==> src/hdl/fcpw_mul.sv <==
module fcpw_mul (
	input  logic        clk,
	input  logic [31:0] op_a,
	input  logic [31:0] op_b,
	output logic [63:0] prod_s1
);

	always_ff @(posedge clk) begin
		prod_s1 <= op_a * op_b;
	end

endmodule

==> config.mk <==
export PLATFORM = sky130hd
export DESIGN_NAME = fcpw_mul
export DESIGN_NICKNAME = d
export VERILOG_FILES = /design/src/hdl/fcpw_mul.sv
export SDC_FILE = /design/constraint.sdc
export NUM_CORES = 2
export LEC_CHECK = 0
export ABC_AREA = 1
export BUFFER_PORTS_ARGS = -buffer_cell sky130_fd_sc_hd__buf_2
export CAP_MARGIN = 20
export CORE_ASPECT_RATIO = 0.8
export CORE_MARGIN = 2
export CORE_UTILIZATION = 26
export DETAILED_ROUTE_END_ITERATION = 12
export PLACE_DENSITY = 0.46
export REMOVE_ABC_BUFFERS = 1
export SYNTH_ARGS = -nofsm -noshare
export SYNTH_HDL_FRONTEND = slang
export SYNTH_SLANG_ARGS = --single-unit
==> constraint.sdc <==
create_clock -name clk -period 9.4 [get_ports clk]
set_input_delay 0 -clock clk [delete_from_list [all_inputs] [get_ports clk]]
set_output_delay 0 -clock clk [all_outputs]
set_load 0.01 [all_outputs]
* After elaboration in Yosys (flattened, before gate mapping) *
Index checks and enable logic that the tools add are counted.

word-level totals
  register bits after elaboration = 64
  input port bits = 65
  output and inout bits = 64
  logic and storage cells = 2

operators by class
  multipliers = 1

operators by type and width
  operator        count
  $mul 32x32->64  1

* Depth between registers and ports, before layout *
  depth after elaboration = 1
  mapped depth = 30
  gate-level depth less buffers = 29

* Least setup slack after synthesis *
Ideal clock, no wire load.

  path type = input-to-reg
  start = input op_a[25]
  end = register prod_s1[60]
  library setup time = 112 ps
  arrival = 5702 ps
  data required time = 9288 ps
  slack = 3586 ps
  stages on the path = 26
  buffers on the path = 1
  cell sequence = clkbuf_1 -> nand2_1 -> fa_1 -> inv_1 -> fa_1 -> inv_1 -> fa_1 -> inv_1 -> fa_1 -> fa_1 -> fa_1 -> fa_1 -> inv_1 -> fa_1 -> inv_1 -> ha_1 -> nand2_1 -> nand2_1 -> a21oi_1 -> nand2_1 -> nand2_1 -> nand2_1 -> a21oi_1 -> nand2_1 -> nand2_1 -> nand2_1

between the ends
  cells in the longest elaborated chain, start to end = 1

ends and longest elaborated chain
  what                    line  source
  start: declaration      3     input logic [31:0] op_a,
  $mul 32x32->64          9     prod_s1 <= op_a * op_b;
  end signal: assignment  9
  end: declaration        5     output logic [63:0] prod_s1

Every way passes these cells.

* Worst setup path after layout *
  start = input op_b[9]
  end = register prod_s1[63]

between the ends
  cells in the longest elaborated chain, start to end = 1

ends and longest elaborated chain
  what                line  source
  start: declaration  4     input logic [31:0] op_b,
  $mul 32x32->64      9

Every way passes these cells.

==> results by group <==
Run status
  – Status: complete, no violations

Layout
  – Commonest non-fill, non-tap cell in the layout: inv_1
  – Final net count: 6233
  – P&R area growth vs syn: 7.75%
  – Filler cells: 15729
  – Highest-count cells in the layout ignoring fill and taps: inv_1 (1723), nand2_1 (1566), fa_1 (896)
  – Core Util, Final: 0.282
  – Largest register FFs: 64
  – Biggest regs: prod_s1 x64
  – Proportion of layout cells with a drive suffix above 1: 0.0491
  – Largest Register: prod_s1
  – Finished Layout Cells: 6904

Global routing
  – GRT met3 Usage: 0.0138
  – Grt met1 use: 0.258
  – Initial antenna violation count: 3
  – First-pass GRT wire length: 189000 um
  – Grt peak-use layer: met2
  – GR Util met2: 0.261
  – Remaining global-route overflow: 0
  – Largest net degree at the start of global routing: 33
  – GRT Total Usage: 0.168
  – Vias in the first global route: 30893

Logic synthesis
  – Yosys top cell area share: 0.480
  – Register area share after synthesis: 0.0343
  – Yosys Warn Count: 0
  – Post-synthesis instance total: 5023
  – Syn Area/Cell: 7.45 um^2
  – #FFs+latches synth: 64
  – Mapped Area: 37400 um^2
  – Post-synthesis cell type count: 23
  – Leading area contributor after synthesis: fa_1
  – Top cells by area, synth: fa_1 (48%), inv_1 (17%), nand2_1 (16%), ha_1 (8.8%), dfxtp_1 (3.4%)

Floorplan
  – Top Ports: 129
  – Die height: 343 um
  – Die width: 428 um
  – Die ar.: 147000 um^2
  – Initial Util: 0.262
  – Core Area: 143000 um^2
  – Rows: 124

CTS
  – Clk slew on worst S/H paths: 0.06 ns
  – H-tree lvl count: 3
  – Setup Buffers After CTS: 0
  – CTS sink count: 64
  – CTS Buf Count: 9
  – Deepest clock path buffer count: 2
  – CTS tree: done
  – CTS resizes: 0
  – Root Driver: clkbuf_16
  – CTS Hold Buffers Added: 0

Worst setup path
  – Worst EP arrival: 7.07 ns
  – Worst Path Required: 9.65 ns
  – CP max FO: 32
  – CP Launch Type: input pin
  – Critical path type: in -> reg
  – CP endpoint kind: flip-flop

Detailed routing
  – Vias/cell: 4.17
  – Remaining DRCs: 0
  – Routed wire length: 120000 um
  – Iter 0 DRT Violations: 1911
  – 1st-pass router iterations: 6
  – Antenna Nets Post-Route: 0
  – Via count: 28807
  – Wire length per cell: 17.4 um

STA
  – Setup TNS: 0 ns
  – Pins over their slew limit: 0
  – Fin crit period: 6.82 ns
  – Max-slew headroom: 0.289
  – Worst-Margin Slew: 1.07 ns
  – Max Clk Rate: 147 MHz
  – RSZ-0062 raised after global routing: false
  – Final setup violation count: 0
  – Final Hold Viols: 0
  – Post-route clock period utilization: 0.725

Placement
  – IO buf count: 128
  – Post-Place Cells: 6888
  – GPL Wtd Cong: 0.899
  – DP Wirelength: 103000 um

Flow run
  – Max_cap viols: 0

Min path
  – Worst Hold Class: in -> reg
## path summary, 6_finish.rpt
kind	from	end	slack, ns	cells after the start
min	op_b[0]	prod_s1[0]	0.20	4
max	op_b[9]	prod_s1[63]	2.58	27
## synthesized netlist by cell type (all sizes together)
master and instances:
nand4 16, inv 1735, nand3 65, o21ai 2
dfxtp 64, xor2 33, nor2 101, a21oi 43
nor3 18, ha 263, nand2 1581, xnor2 2
fa 896, clkbuf 192, o21bai 12
## metal layers
layer,vias to the layer above,part of all wire
met3,72,0.043
met2,638,0.43
met4,0,0.012
met5,-,0
li1,13579,-
met1,14518,0.51
## cells by family after synthesis
logic type	synth area share
AOI/OAI and AO/OA	0.00853
xor gates and xnor gates	0.00820
adders and majority gates	0.568
buffers and inverters	0.193
DFF	0.0343
and+or+nand+nor	0.188
## worst max-delay path: stages
cell     delay (ns)
buf_2          0.72
nand2_1        0.12
inv_1          0.12
fa_1           0.46
fa_1           0.57
inv_1          0.07
fa_1           0.53
inv_1          0.05
fa_1           0.50
inv_1          0.06
fa_1           0.41
inv_1          0.09
fa_1           0.43
fa_1           0.51
inv_1          0.05
fa_1           0.48
inv_1          0.04
ha_1           0.37
nand2_1        0.15
nor2_1         0.18
inv_1          0.11
nor2_2         0.20
nand2_1        0.13
nor3_2         0.19
nand2_1        0.21
nand3_1        0.12
nand2_1        0.05
## area by class of cell
type / count / area [um^2] / area share
Sequential cell: 64 / 1280 / 0.0318
Inverter: 1735 / 6510 / 0.162
Timing Repair Buffer: 167 / 933 / 0.0232
Clock inverter: 5 / 81.3 / 0.00202
Clock buffer: 10 / 239 / 0.00593
Tap cell: 1890 / 2360 / 0.0587
Multi-Input combinational cell: 3032 / 28900 / 0.717
Antenna cell: 1 / 2.50 / 0.0000621
## per-stage QoR
| step | hold slack (ns) | instance area, um^2 | setup WS, ns |
|---|---|---|---|
| after detailed placement | 0.393 | 40000 | 2.28 |
| final | 0.197 | 40300 | 2.58 |
| after CTS | 0.198 | 40300 | 2.65 |
| after global placement | 0.393 | 40000 | 2.25 |
| after global routing | 0.226 | 40300 | 2.30 |
| after floorplan | 0.0935 | 36700 | 3.88 |
Power is not shown: default switching activity piles up to over one toggle a cycle in this logic, so the estimate is an artifact.
